$ cat config.mk
export PLATFORM = sky130hd
export DESIGN_NAME = min_heap_with_owner_removal
export DESIGN_NICKNAME = d
export VERILOG_FILES = /design/src/rtl/core/mhor_pkg.sv /design/src/rtl/core/min_heap_with_owner_removal.sv /design/src/rtl/core/mhor_ctrl.sv /design/src/rtl/core/mhor_dp.sv
export SDC_FILE = /design/constraint.sdc
export NUM_CORES = 2
export LEC_CHECK = 0
export BUFFER_PORTS_ARGS = -buffer_cell sky130_fd_sc_hd__buf_2
export CAP_MARGIN = 20
export CORE_ASPECT_RATIO = 2
export CORE_UTILIZATION = 47
export CTS_CLUSTER_DIAMETER = 80
export CTS_CLUSTER_SIZE = 28
export DETAILED_ROUTE_END_ITERATION = 7
export PLACE_DENSITY = 0.63
export SETUP_SLACK_MARGIN = 0.3
export SKIP_CTS_REPAIR_TIMING = 1
export SYNTH_ARGS = -nofsm -noshare
export SYNTH_HDL_FRONTEND = slang
export SYNTH_SLANG_ARGS = --single-unit
export TNS_END_PERCENT = 5
$ cat constraint.sdc
create_clock -name clk -period 9.7 [get_ports clk]
set_input_delay 1.455 -clock clk [delete_from_list [all_inputs] [get_ports clk]]
set_output_delay 1.455 -clock clk [all_outputs]
set_load 0.01 [all_outputs]
$ cat src/rtl/core/mhor_pkg.sv
// ----------------------------------------------------------------------------
// mhor_pkg
// shared types and constants of the owner-removal min-heap
// ----------------------------------------------------------------------------
`default_nettype none
package mhor_pkg;
    localparam int DEPTH      = 64;
    localparam int KEY_BITS   = 32;
    localparam int OWNER_BITS = 8;
    localparam int IDX_BITS   = $clog2(DEPTH);
    localparam int CNT_BITS   = $clog2(DEPTH + 1);

    localparam logic [1:0] ST_DONE      = 2'd0;
    localparam logic [1:0] ST_FULL      = 2'd1;
    localparam logic [1:0] ST_NOT_FOUND = 2'd2;

    localparam logic OP_PUSH   = 1'b0;
    localparam logic OP_REMOVE = 1'b1;

    typedef enum logic [3:0] {
        CMD_NONE,
        CMD_LOAD,      // capture request, write push slot
        CMD_SCAN_RD,   // read slot at pos
        CMD_SCAN_CHK,  // compare owner, advance pos
        CMD_MOVE_RD,   // read last slot
        CMD_MOVE_WR,   // write last into pos
        CMD_UP_RD,     // read parent of pos
        CMD_UP_CHK,    // compare cur with parent, swap
        CMD_DN_RD1,    // read first child
        CMD_DN_RD2,    // read second child
        CMD_DN_CHK,    // compare and swap
        CMD_PUT,       // write cur into pos
        CMD_ROOT_RD,   // read root
        CMD_ROOT_CAP   // capture root
    } cmd_t;

    typedef struct packed {
        logic is_remove;
        logic full;
        logic empty;
        logic match;        // scanned owner matches
        logic scan_end;     // pos is past the last entry
        logic at_last;      // removed slot is the last slot
        logic at_root;      // pos is zero
        logic up_swap;      // cur key below parent key
        logic has_child;
        logic dn_swap;
    } status_t;
endpackage
`default_nettype wire

$ cat src/rtl/core/min_heap_with_owner_removal.sv
// ----------------------------------------------------------------------------
// min_heap_with_owner_removal
// binary min-heap of (key, owner) requests with removal by owner tag
// ----------------------------------------------------------------------------
// One item in, one result out. A push rises level by level from its new
// slot. A removal scans the owners slot by slot (one memory read and compare
// per slot), then the entry moved into the freed slot rises or sinks level
// by level. Each step goes through the heap memory, and a stalled result
// adds its wait. No new item is taken until the result has moved into the
// output register.
`default_nettype none
module min_heap_with_owner_removal
(
    input  wire logic                            clk,
    input  wire logic                            rst_n,
    input  wire logic                            in_valid,
    output logic                                 in_stall,
    input  wire logic                            operation,
    input  wire logic [mhor_pkg::OWNER_BITS-1:0] owner,
    input  wire logic [mhor_pkg::KEY_BITS-1:0]   key,
    output logic                                 out_valid,
    input  wire logic                            out_stall,
    output logic [1:0]                           status,
    output logic [mhor_pkg::CNT_BITS-1:0]        count,
    output logic                                 top_valid,
    output logic [mhor_pkg::OWNER_BITS-1:0]      top_owner,
    output logic [mhor_pkg::KEY_BITS-1:0]        top_key
);
    mhor_pkg::cmd_t    cmd;
    mhor_pkg::status_t stat;
    logic              busy;
    logic              res_load;
    logic [1:0]        res_status;
    logic              in_fire;
    logic              out_free;
    logic [mhor_pkg::CNT_BITS-1:0]   fill;
    logic [mhor_pkg::OWNER_BITS-1:0] root_owner;
    logic [mhor_pkg::KEY_BITS-1:0]   root_key;
    logic                            out_valid_reg;

    assign in_stall = busy;
    assign in_fire  = in_valid && !busy;
    assign out_free = !out_valid_reg || !out_stall;

    mhor_ctrl u_ctrl
    (
        .clk        (clk),
        .rst_n      (rst_n),
        .in_fire    (in_fire),
        .out_free   (out_free),
        .stat       (stat),
        .cmd        (cmd),
        .busy       (busy),
        .res_load   (res_load),
        .res_status (res_status)
    );

    mhor_dp u_dp
    (
        .clk        (clk),
        .rst_n      (rst_n),
        .cmd        (cmd),
        .op_in      (operation),
        .owner_in   (owner),
        .key_in     (key),
        .stat       (stat),
        .fill       (fill),
        .root_owner (root_owner),
        .root_key   (root_key)
    );

    always_ff @(posedge clk or negedge rst_n)
    begin
        if (!rst_n)
            out_valid_reg <= 1'b0;
        else if (res_load)
            out_valid_reg <= 1'b1;
        else if (!out_stall)
            out_valid_reg <= 1'b0;
    end

    always_ff @(posedge clk)
    begin
        if (res_load)
        begin
            status    <= res_status;
            count     <= fill;
            top_valid <= fill != '0;
            top_owner <= root_owner;
            top_key   <= root_key;
        end
    end

    assign out_valid = out_valid_reg;
endmodule
`default_nettype wire

$ cat src/rtl/core/mhor_ctrl.sv
// ----------------------------------------------------------------------------
// mhor_ctrl
// sequencer for push, scan, move and sift steps of the heap
// ----------------------------------------------------------------------------
`default_nettype none
module mhor_ctrl
(
    input  wire logic              clk,
    input  wire logic              rst_n,
    input  wire logic              in_fire,
    input  wire logic              out_free,
    input  wire mhor_pkg::status_t stat,
    output mhor_pkg::cmd_t         cmd,
    output logic                   busy,
    output logic                   res_load,
    output logic [1:0]             res_status
);
    typedef enum logic [3:0] {
        S_IDLE, S_SCAN_RD, S_SCAN_CHK, S_MOVE_RD, S_MOVE_WR, S_UP_RD, S_UP_CHK,
        S_DN_RD1, S_DN_RD2, S_DN_CHK, S_ROOT_RD, S_ROOT_CAP, S_OUT
    } state_t;

    state_t     state_reg, state_next;
    logic [1:0] stat_reg, stat_next;

    always_comb
    begin
        state_next = state_reg;
        stat_next  = stat_reg;
        cmd        = mhor_pkg::CMD_NONE;
        unique case (state_reg)
            S_IDLE:
            begin
                if (in_fire)
                begin
                    cmd        = mhor_pkg::CMD_LOAD;
                    stat_next  = mhor_pkg::ST_DONE;
                    state_next = S_SCAN_RD;
                end
            end
            S_SCAN_RD:
            begin
                // after load and after each owner mismatch: decide the operation, end the scan or read a slot
                if (!stat.is_remove)
                begin
                    if (stat.full)
                    begin
                        stat_next  = mhor_pkg::ST_FULL;
                        state_next = S_ROOT_RD;
                    end
                    else
                        state_next = S_UP_RD;
                end
                else if (stat.scan_end)
                begin
                    stat_next  = mhor_pkg::ST_NOT_FOUND;
                    state_next = S_ROOT_RD;
                end
                else
                begin
                    cmd        = mhor_pkg::CMD_SCAN_RD;
                    state_next = S_SCAN_CHK;
                end
            end
            S_SCAN_CHK:
            begin
                cmd = mhor_pkg::CMD_SCAN_CHK;
                if (stat.match)
                    state_next = S_MOVE_RD;
                else
                    state_next = S_SCAN_RD;
            end
            S_MOVE_RD:
            begin
                cmd = mhor_pkg::CMD_MOVE_RD;
                if (stat.at_last)
                    state_next = S_ROOT_RD;
                else
                    state_next = S_MOVE_WR;
            end
            S_MOVE_WR:
            begin
                cmd        = mhor_pkg::CMD_MOVE_WR;
                state_next = S_UP_RD;
            end
            S_UP_RD:
            begin
                if (stat.at_root)
                begin
                    // entry settles at the root
                    cmd        = mhor_pkg::CMD_PUT;
                    state_next = stat.is_remove ? S_DN_RD1 : S_ROOT_RD;
                end
                else
                begin
                    cmd        = mhor_pkg::CMD_UP_RD;
                    state_next = S_UP_CHK;
                end
            end
            S_UP_CHK:
            begin
                cmd = mhor_pkg::CMD_UP_CHK;
                if (stat.up_swap)
                    state_next = S_UP_RD;
                else if (stat.is_remove && stat.dn_swap)
                    state_next = S_DN_RD1;   // dn_swap marks no rise happened yet
                else
                    state_next = S_ROOT_RD;
            end
            S_DN_RD1:
            begin
                if (!stat.has_child)
                begin
                    cmd        = mhor_pkg::CMD_PUT;
                    state_next = S_ROOT_RD;
                end
                else
                begin
                    cmd        = mhor_pkg::CMD_DN_RD1;
                    state_next = S_DN_RD2;
                end
            end
            S_DN_RD2:
            begin
                cmd        = mhor_pkg::CMD_DN_RD2;
                state_next = S_DN_CHK;
            end
            S_DN_CHK:
            begin
                cmd        = mhor_pkg::CMD_DN_CHK;
                state_next = stat.dn_swap ? S_DN_RD1 : S_ROOT_RD;
            end
            S_ROOT_RD:
            begin
                cmd        = mhor_pkg::CMD_ROOT_RD;
                state_next = S_ROOT_CAP;
            end
            S_ROOT_CAP:
            begin
                cmd        = mhor_pkg::CMD_ROOT_CAP;
                state_next = S_OUT;
            end
            S_OUT:
            begin
                if (out_free)
                    state_next = S_IDLE;
            end
            default: state_next = S_IDLE;
        endcase
    end

    assign busy       = (state_reg != S_IDLE);
    assign res_load   = (state_reg == S_OUT) && out_free;
    assign res_status = stat_reg;

    always_ff @(posedge clk or negedge rst_n)
    begin
        if (!rst_n)
        begin
            state_reg <= S_IDLE;
            stat_reg  <= mhor_pkg::ST_DONE;
        end
        else
        begin
            state_reg <= state_next;
            stat_reg  <= stat_next;
        end
    end

    a_out_after_cap: assert property (@(posedge clk) disable iff (!rst_n)
        state_reg == S_ROOT_CAP |=> state_reg == S_OUT)
        else $error("root capture not followed by result");
    a_load_idle: assert property (@(posedge clk) disable iff (!rst_n)
        cmd == mhor_pkg::CMD_LOAD |-> $past(state_reg) != S_IDLE || state_reg == S_IDLE)
        else $error("load outside idle");
    a_res_only_out: assert property (@(posedge clk) disable iff (!rst_n)
        res_load |=> state_reg == S_IDLE)
        else $error("result load did not return to idle");
endmodule
`default_nettype wire

$ cat src/rtl/core/mhor_dp.sv
// ----------------------------------------------------------------------------
// mhor_dp
// heap memory, position registers, compares and fill count
// ----------------------------------------------------------------------------
`default_nettype none
module mhor_dp
(
    input  wire logic                            clk,
    input  wire logic                            rst_n,
    input  wire mhor_pkg::cmd_t                  cmd,
    input  wire logic                            op_in,
    input  wire logic [mhor_pkg::OWNER_BITS-1:0] owner_in,
    input  wire logic [mhor_pkg::KEY_BITS-1:0]   key_in,
    output mhor_pkg::status_t                    stat,
    output logic [mhor_pkg::CNT_BITS-1:0]        fill,
    output logic [mhor_pkg::OWNER_BITS-1:0]      root_owner,
    output logic [mhor_pkg::KEY_BITS-1:0]        root_key
);
    localparam int EW = mhor_pkg::KEY_BITS + mhor_pkg::OWNER_BITS;
    localparam int IW = mhor_pkg::IDX_BITS;
    localparam int CW = mhor_pkg::CNT_BITS;

    logic [EW-1:0] mem [mhor_pkg::DEPTH];
    logic [EW-1:0] rd_reg;

    logic                            op_reg;
    logic [mhor_pkg::OWNER_BITS-1:0] owner_reg;
    logic [EW-1:0]                   cur_reg;    // entry being sifted
    logic [EW-1:0]                   oth_reg;    // first child
    logic [CW-1:0]                   pos_reg;    // wide enough to reach fill
    logic [CW-1:0]                   oth_pos_reg;
    logic [CW-1:0]                   fill_reg;
    logic                            first_reg;  // sift-up not yet moved
    logic [CW-1:0]                   child1;
    logic [CW-1:0]                   parent;
    logic [CW-1:0]                   last;
    logic [mhor_pkg::OWNER_BITS-1:0] root_owner_reg;
    logic [mhor_pkg::KEY_BITS-1:0]   root_key_reg;

    logic          we;
    logic [IW-1:0] wa;
    logic [EW-1:0] wd;
    logic [IW-1:0] ra;

    function automatic logic [mhor_pkg::KEY_BITS-1:0] key_of(input logic [EW-1:0] e);
        key_of = e[EW-1:mhor_pkg::OWNER_BITS];
    endfunction

    assign child1 = CW'({pos_reg, 1'b1});
    assign parent = (pos_reg - CW'(1)) >> 1;
    assign last   = fill_reg - CW'(1);

    always_comb
    begin
        we = 1'b0;
        wa = pos_reg[IW-1:0];
        wd = cur_reg;
        ra = pos_reg[IW-1:0];
        unique case (cmd)
            mhor_pkg::CMD_LOAD:
            begin
                we = (op_in == mhor_pkg::OP_PUSH) && (fill_reg < CW'(mhor_pkg::DEPTH));
                wa = fill_reg[IW-1:0];
                wd = {key_in, owner_in};
            end
            mhor_pkg::CMD_MOVE_RD: ra = last[IW-1:0];
            mhor_pkg::CMD_MOVE_WR:
            begin
                we = 1'b1;
                wd = rd_reg;
            end
            mhor_pkg::CMD_UP_RD:   ra = parent[IW-1:0];
            mhor_pkg::CMD_UP_CHK:
            begin
                // parent moves down into pos, or cur settles at pos
                we = 1'b1;
                wd = (key_of(cur_reg) < key_of(rd_reg)) ? rd_reg : cur_reg;
            end
            mhor_pkg::CMD_DN_RD1:  ra = child1[IW-1:0];
            mhor_pkg::CMD_DN_RD2:  ra = IW'(child1 + CW'(1));
            mhor_pkg::CMD_DN_CHK:
            begin
                we = 1'b1;
                wa = oth_pos_reg[IW-1:0];
                wd = cur_reg;
            end
            mhor_pkg::CMD_PUT:     we = 1'b1;
            mhor_pkg::CMD_ROOT_RD: ra = '0;
            default: ;
        endcase
    end

    // dn_chk: choose best child from oth_reg (first) and rd_reg (second)
    logic           second_ok;
    logic           take_second;
    logic [EW-1:0]  best;
    logic [CW-1:0]  best_pos;
    logic           dn_go;
    assign second_ok   = (child1 + CW'(1)) < fill_reg;
    assign take_second = second_ok && (key_of(rd_reg) < key_of(oth_reg));
    assign best        = take_second ? rd_reg : oth_reg;
    assign best_pos    = take_second ? child1 + CW'(1) : child1;
    assign dn_go       = key_of(best) < key_of(cur_reg);

    always_ff @(posedge clk)
    begin
        if (we)
            mem[wa] <= (cmd == mhor_pkg::CMD_DN_CHK) ? (dn_go ? best : cur_reg) : wd;
        rd_reg <= mem[ra];
    end

    // the down swap writes best into pos and cur into best slot, over two writes:
    // best goes to pos here, cur is written at the next step or at the end
    always_ff @(posedge clk)
    begin
        unique case (cmd)
            mhor_pkg::CMD_LOAD:
            begin
                op_reg    <= op_in;
                owner_reg <= owner_in;
                cur_reg   <= {key_in, owner_in};
                pos_reg   <= (op_in == mhor_pkg::OP_PUSH) ? fill_reg : '0;
                first_reg <= 1'b1;
            end
            mhor_pkg::CMD_SCAN_CHK:
            begin
                if (rd_reg[mhor_pkg::OWNER_BITS-1:0] != owner_reg)
                    pos_reg <= pos_reg + CW'(1);
            end
            mhor_pkg::CMD_MOVE_WR: cur_reg <= rd_reg;
            mhor_pkg::CMD_UP_CHK:
            begin
                if (key_of(cur_reg) < key_of(rd_reg))
                begin
                    pos_reg   <= parent;
                    first_reg <= 1'b0;
                end
            end
            mhor_pkg::CMD_DN_RD2:
            begin
                oth_reg     <= rd_reg;
                oth_pos_reg <= pos_reg;
            end
            mhor_pkg::CMD_DN_CHK:
            begin
                if (dn_go)
                    pos_reg <= best_pos;
            end
            default: ;
        endcase
    end

    always_ff @(posedge clk or negedge rst_n)
    begin
        if (!rst_n)
            fill_reg <= '0;
        else if (cmd == mhor_pkg::CMD_LOAD && op_in == mhor_pkg::OP_PUSH
                 && fill_reg < CW'(mhor_pkg::DEPTH))
            fill_reg <= fill_reg + CW'(1);
        else if (cmd == mhor_pkg::CMD_MOVE_RD)
            fill_reg <= last;
    end

    always_ff @(posedge clk)
    begin
        if (cmd == mhor_pkg::CMD_ROOT_CAP)
        begin
            root_owner_reg <= (fill_reg != '0) ? rd_reg[mhor_pkg::OWNER_BITS-1:0] : '0;
            root_key_reg   <= (fill_reg != '0) ? key_of(rd_reg) : '0;
        end
    end

    assign stat.is_remove = op_reg;
    // a push holds the fill count seen at load in pos
    assign stat.full      = (pos_reg == CW'(mhor_pkg::DEPTH));
    assign stat.empty     = (fill_reg == '0);
    assign stat.match     = rd_reg[mhor_pkg::OWNER_BITS-1:0] == owner_reg;
    assign stat.scan_end  = pos_reg >= fill_reg;
    assign stat.at_last   = pos_reg == last;
    assign stat.at_root   = pos_reg == '0;
    assign stat.up_swap   = key_of(cur_reg) < key_of(rd_reg);
    assign stat.has_child = child1 < fill_reg;
    assign stat.dn_swap   = (cmd == mhor_pkg::CMD_UP_CHK) ? first_reg : dn_go;

    assign fill       = fill_reg;
    assign root_owner = root_owner_reg;
    assign root_key   = root_key_reg;

    a_fill_max: assert property (@(posedge clk) disable iff (!rst_n)
        fill_reg <= CW'(mhor_pkg::DEPTH))
        else $error("fill count above depth");
    a_fill_step: assert property (@(posedge clk) disable iff (!rst_n)
        fill_reg != $past(fill_reg) |-> fill_reg == $past(fill_reg) + CW'(1)
        || fill_reg == $past(fill_reg) - CW'(1))
        else $error("fill count jumped");
    a_pos_bound: assert property (@(posedge clk) disable iff (!rst_n)
        cmd == mhor_pkg::CMD_DN_CHK |-> pos_reg < fill_reg)
        else $error("sift position out of range");
endmodule
`default_nettype wire

==> load_flow_metrics.sql <==
INSERT INTO impl_metrics (metric_group, metric, value, unit) VALUES
('timing', 'final.period_utilization', '82.0', '%'),
('routing', 'drtAntennaViolNets', '0', ''),
('critical_path', 'critical_path.reg2reg.endpoint', 'u_dp.mem[14][27]', ''),
('min_path', 'hp-start', 'u_dp.root_key[17]', ''),
('global_routing', 'antenna_found_initial', '23', ''),
('clocking', 'cts_num_sinks', '2807', ''),
('routing', 'detail_route.drc_violations', '5', ''),
('clocking', 'cts_tree', 'done', ''),
('layout', 'layout-drive-gt1-share', '9.02', '%'),
('layout', 'layout_commonest_cell', 'edfxtp_1', ''),
('logic_synthesis', 'cell_type_with_the_largest_total_area_after_synthesis', 'edfxtp_1', ''),
('routing', 'drt_wl_total', '393', 'mm'),
('critical_path', 'crit_path_top_delay_cell', 'edfxtp_1', ''),
('logic_synthesis', 'syn_avg_cell_area', '14.0', 'sq um'),
('timing', 'period_needed', '7.96', 'ns'),
('critical_path', 'worst_ep_arrival_time', '8.41', 'ns'),
('routing', 'dr.first_iter.drc_count', '10000', ''),
('timing', 'hold_viol', '0', ''),
('timing', 'finClkSkew', '0.0618', 'ns'),
('timing', 'worst_slew_pin_slew', '1.29', 'ns'),
('floorplan', 'io-pin-count', '97', ''),
('outcome', 'outcome', 'finished with violations', ''),
('global_routing', 'track_usage', '31.8', '%'),
('layout', 'largest_register_ffs', '2560', ''),
('floorplan', 'die_h', '696', 'microns'),
('critical_path', 'rr_startpoint', 'u_dp.pos_reg[0]', ''),
('timing', 'setup_viol', '0', ''),
('logic_synthesis', 'synthesis.yosys.warnings', '0', ''),
('timing', 'timing_max_transition_violations_final', '0', ''),
('logic_synthesis', 'syn_area', '113000', 'sq um'),
('clocking', 'clock_tree.buffer_depth', '3', ''),
('global_routing', 'grt_first_pass_wirelength', '537', 'mm'),
('logic_synthesis', 'synth_edf_count', '2753', ''),
('placement', 'port-buffer-count', '96', ''),
('layout', 'syn2layout_area_growth', '8.15', '%'),
('floorplan', 'design.die.area', '243000', 'sq um'),
('critical_path', 'crit_path_start_kind', 'flop', ''),
('clocking', 'clk_latency', '0.83', 'ns'),
('logic_synthesis', 'post_synth_inst_count', '8101', ''),
('timing', 'rsz_0062_raised_after_global_routing', 'false', ''),
('floorplan', 'die_width', '349', 'microns'),
('logic_synthesis', 'ys_async_sr_fraction', '0.499', '%'),
('logic_synthesis', 'syn_nets', '8263', ''),
('layout', 'design.final.nets', '8250', ''),
('min_path', 'hold_depth', '0', ''),
('routing', 'viasPerCell', '6.47', ''),
('layout', 'final_cell_mix', '2,753 x edfxtp_1, 1,823 x nand2_1, 639 x nand3_1', ''),
('floorplan', 'fp.coreArea', '239000', 'sq um'),
('clocking', 'cts-root-buf', 'clkbuf_16', ''),
('timing', 'max-slew-margin-rel', '13.9', '%'),
('min_path', 'hold_path.class', 'flop to flop', ''),
('timing', 'totalNegativeSetupSlack', '0', 'ns'),
('placement', 'dpl.hpwl', '224', 'mm'),
('clocking', 'clk_pin_slew_worst_paths', '0.11', 'ns'),
('critical_path', 'crit_fanout', '65', ''),
('critical_path', 'cpMostUsedCell', 'a21o_1', ''),
('routing', 'dr_total_vias', '73600', ''),
('global_routing', 'grt-ovfl-total', '0', ''),
('routing', 'drt_first_pass_iters', '8', ''),
('clocking', 'htree_num_levels', '3', ''),
('global_routing', 'pin_count_of_the_biggest_net_entering_global_routing', '165', ''),
('job', 'cap_violations', '0', ''),
('logic_synthesis', 'synth_cell_type_count', '69', ''),
('logic_synthesis', 'synth-seq-area-share', '74.1', '%'),
('logic_synthesis', 'synth_area_leaders', 'edfxtp_1 73%, nand2_1 6.1%, mux2i_1 3.5%', ''),
('logic_synthesis', 'postSynth.topFlopCell', 'edfxtp_1', ''),
('global_routing', 'grt_pass1_vias', '69500', ''),
('critical_path', 'timing_worst_setup_path_type', 'flop to flop', ''),
('critical_path', 'ff2ff_setup_slack', '1.74', 'ns'),
('min_path', 'min_to', 'top_key[17]', ''),
('critical_path', 'r2r_worst_path_depth', '25', ''),
('clocking', 'inserted_clock_buffers', '111', ''),
('placement', 'place.gp.congestion', '0.926', ''),
('routing', 'detail_route.wl_per_cell', '34.5', 'microns'),
('logic_synthesis', 'ys_ff_latch', '2807', ''),
('critical_path', 'end_kind', 'flop', ''),
('logic_synthesis', 'synth_top_area_share', '73.1', '%'),
('outcome', 'violated_checks', 'design-rule violations', ''),
('critical_path', 'crit_path_max_cell_delay', '0.74', 'ns'),
('critical_path', 'worst_ep_required_time', '10.15', 'ns'),
('timing', 'timing.fmax', '126', 'MHz'),
('floorplan', 'floorplan.rows', '254', ''),
('layout', 'largest_register', 'u_dp.mem', ''),
('floorplan', 'initial_core_utilization', '47.3', '%');
## area by class of cell
| type | instances | area [sq um] |
|---|---|---|
| Multi-Input combinational cell | 4677 | 27600 |
| Antenna cell | 13 | 32.5 |
| Timing Repair Buffer | 381 | 3230 |
| Sequential cell | 2807 | 83800 |
| Fill cell | 19800 | 117000 |
| Tap cell | 3200 | 4000 |
| Inverter | 110 | 413 |
| Clock inverter | 8 | 141 |
| Clock buffer | 184 | 3090 |
## synth_stat cells, types with 4 or more instances
cell type / instances
nor2_1: 119
xnor2_1: 25
nor3_1: 11
xor2_1: 13
buf_1: 64
a221oi_1: 50
mux2_2: 52
o221a_2: 38
nand4_1: 137
and2_1: 13
nand2_1: 1826
nand3_1: 646
a21o_1: 39
a21oi_1: 388
a31o_2: 29
a221o_1: 10
dfxtp_1: 40
nor4_1: 78
o22a_1: 35
o31ai_1: 4
and3_1: 17
inv_1: 108
buf_4: 10
ha_1: 117
o21a_1: 9
mux2i_1: 398
nor2b_1: 13
a31o_1: 6
edfxtp_1: 2753
a2111oi_0: 4
a211oi_1: 8
a32oi_1: 139
a22oi_1: 78
or3_1: 5
dfrtp_1: 14
buf_2: 156
o22ai_1: 82
o211ai_1: 11
a31oi_1: 115
a311oi_1: 12
nand2b_1: 8
o21ai_0: 103
clkbuf_1: 277
## logic make-up (layout without fill, tap and decap cells)
logic type               Yosys count  after routing  share of synthesized area [%]
other                              0             13                              0
XOR/XNOR                          38             38                          0.294
buffers and inverters            617            683                           2.25
multiplexers                     450            450                           4.04
flip-flops                      2807           2807                           74.1
AO/OA/AOI/OAI                   1183           1183                           7.04
AND/OR/NAND/NOR                 2889           2889                           11.0
adder cells (fa/ha/maj)          117            117                           1.29
## per-stage QoR
stage	hold WS [ns]	cell area (sq um)	util (%)	std cells	setup slack, ns
6_report	0.424	122000	51.1	11400	1.74
5_1_grt	0.438	122000	51.1	11400	1.51
4_1_cts	0.428	122000	51.1	11400	1.79
3_5_place_dp	0.406	119000	49.8	11200	1.81
3_3_place_gp	0.401	119000	49.7	11200	1.70
2_1_floorplan	0.400	113000	-	8101	2.79
## worst max-delay path by stage
stage | endpoint | from | slack, ns
final | u_dp.mem[14][27] | u_dp.pos_reg[0] | 1.74
after global routing | u_dp.mem[8][27] | u_dp.pos_reg[0] | 1.51
after CTS | u_dp.mem[14][27] | u_dp.pos_reg[0] | 1.79
after detailed placement | u_dp.mem[14][27] | u_dp.pos_reg[0] | 1.81
after global placement | u_dp.mem[20][27] | u_dp.pos_reg[0] | 1.70
after floorplan | u_dp.mem[0][8] | u_dp.pos_reg[2] | 2.79
## metal layers
metal / part of all wire [%] / up-vias / track usage (%) / wire length (microns)
li1: - / 30500 / - / -
met1: 34 / 37400 / 37.1 / 132000
met2: 49 / 4564 / 53.9 / 194000
met3: 9.2 / 1165 / 5.25 / 36000
met4: 7.8 / 22 / 21.2 / 30500
met5: 0.040 / - / 0 / 156
## critical path, delay by kind of cell (launching register included)
family | cells | cell delay, ns
AOI/OAI and AO/OA | 16 | 3.73
adders and majority gates | 3 | 1.10
buffers and inverters | 4 | 1.24
DFF | 1 | 0.74
and+or+nand+nor | 2 | 0.64
Power is left out: the tool's default activity adds up to more than one toggle a clock period on the data nets, which glitch-free logic cannot reach.
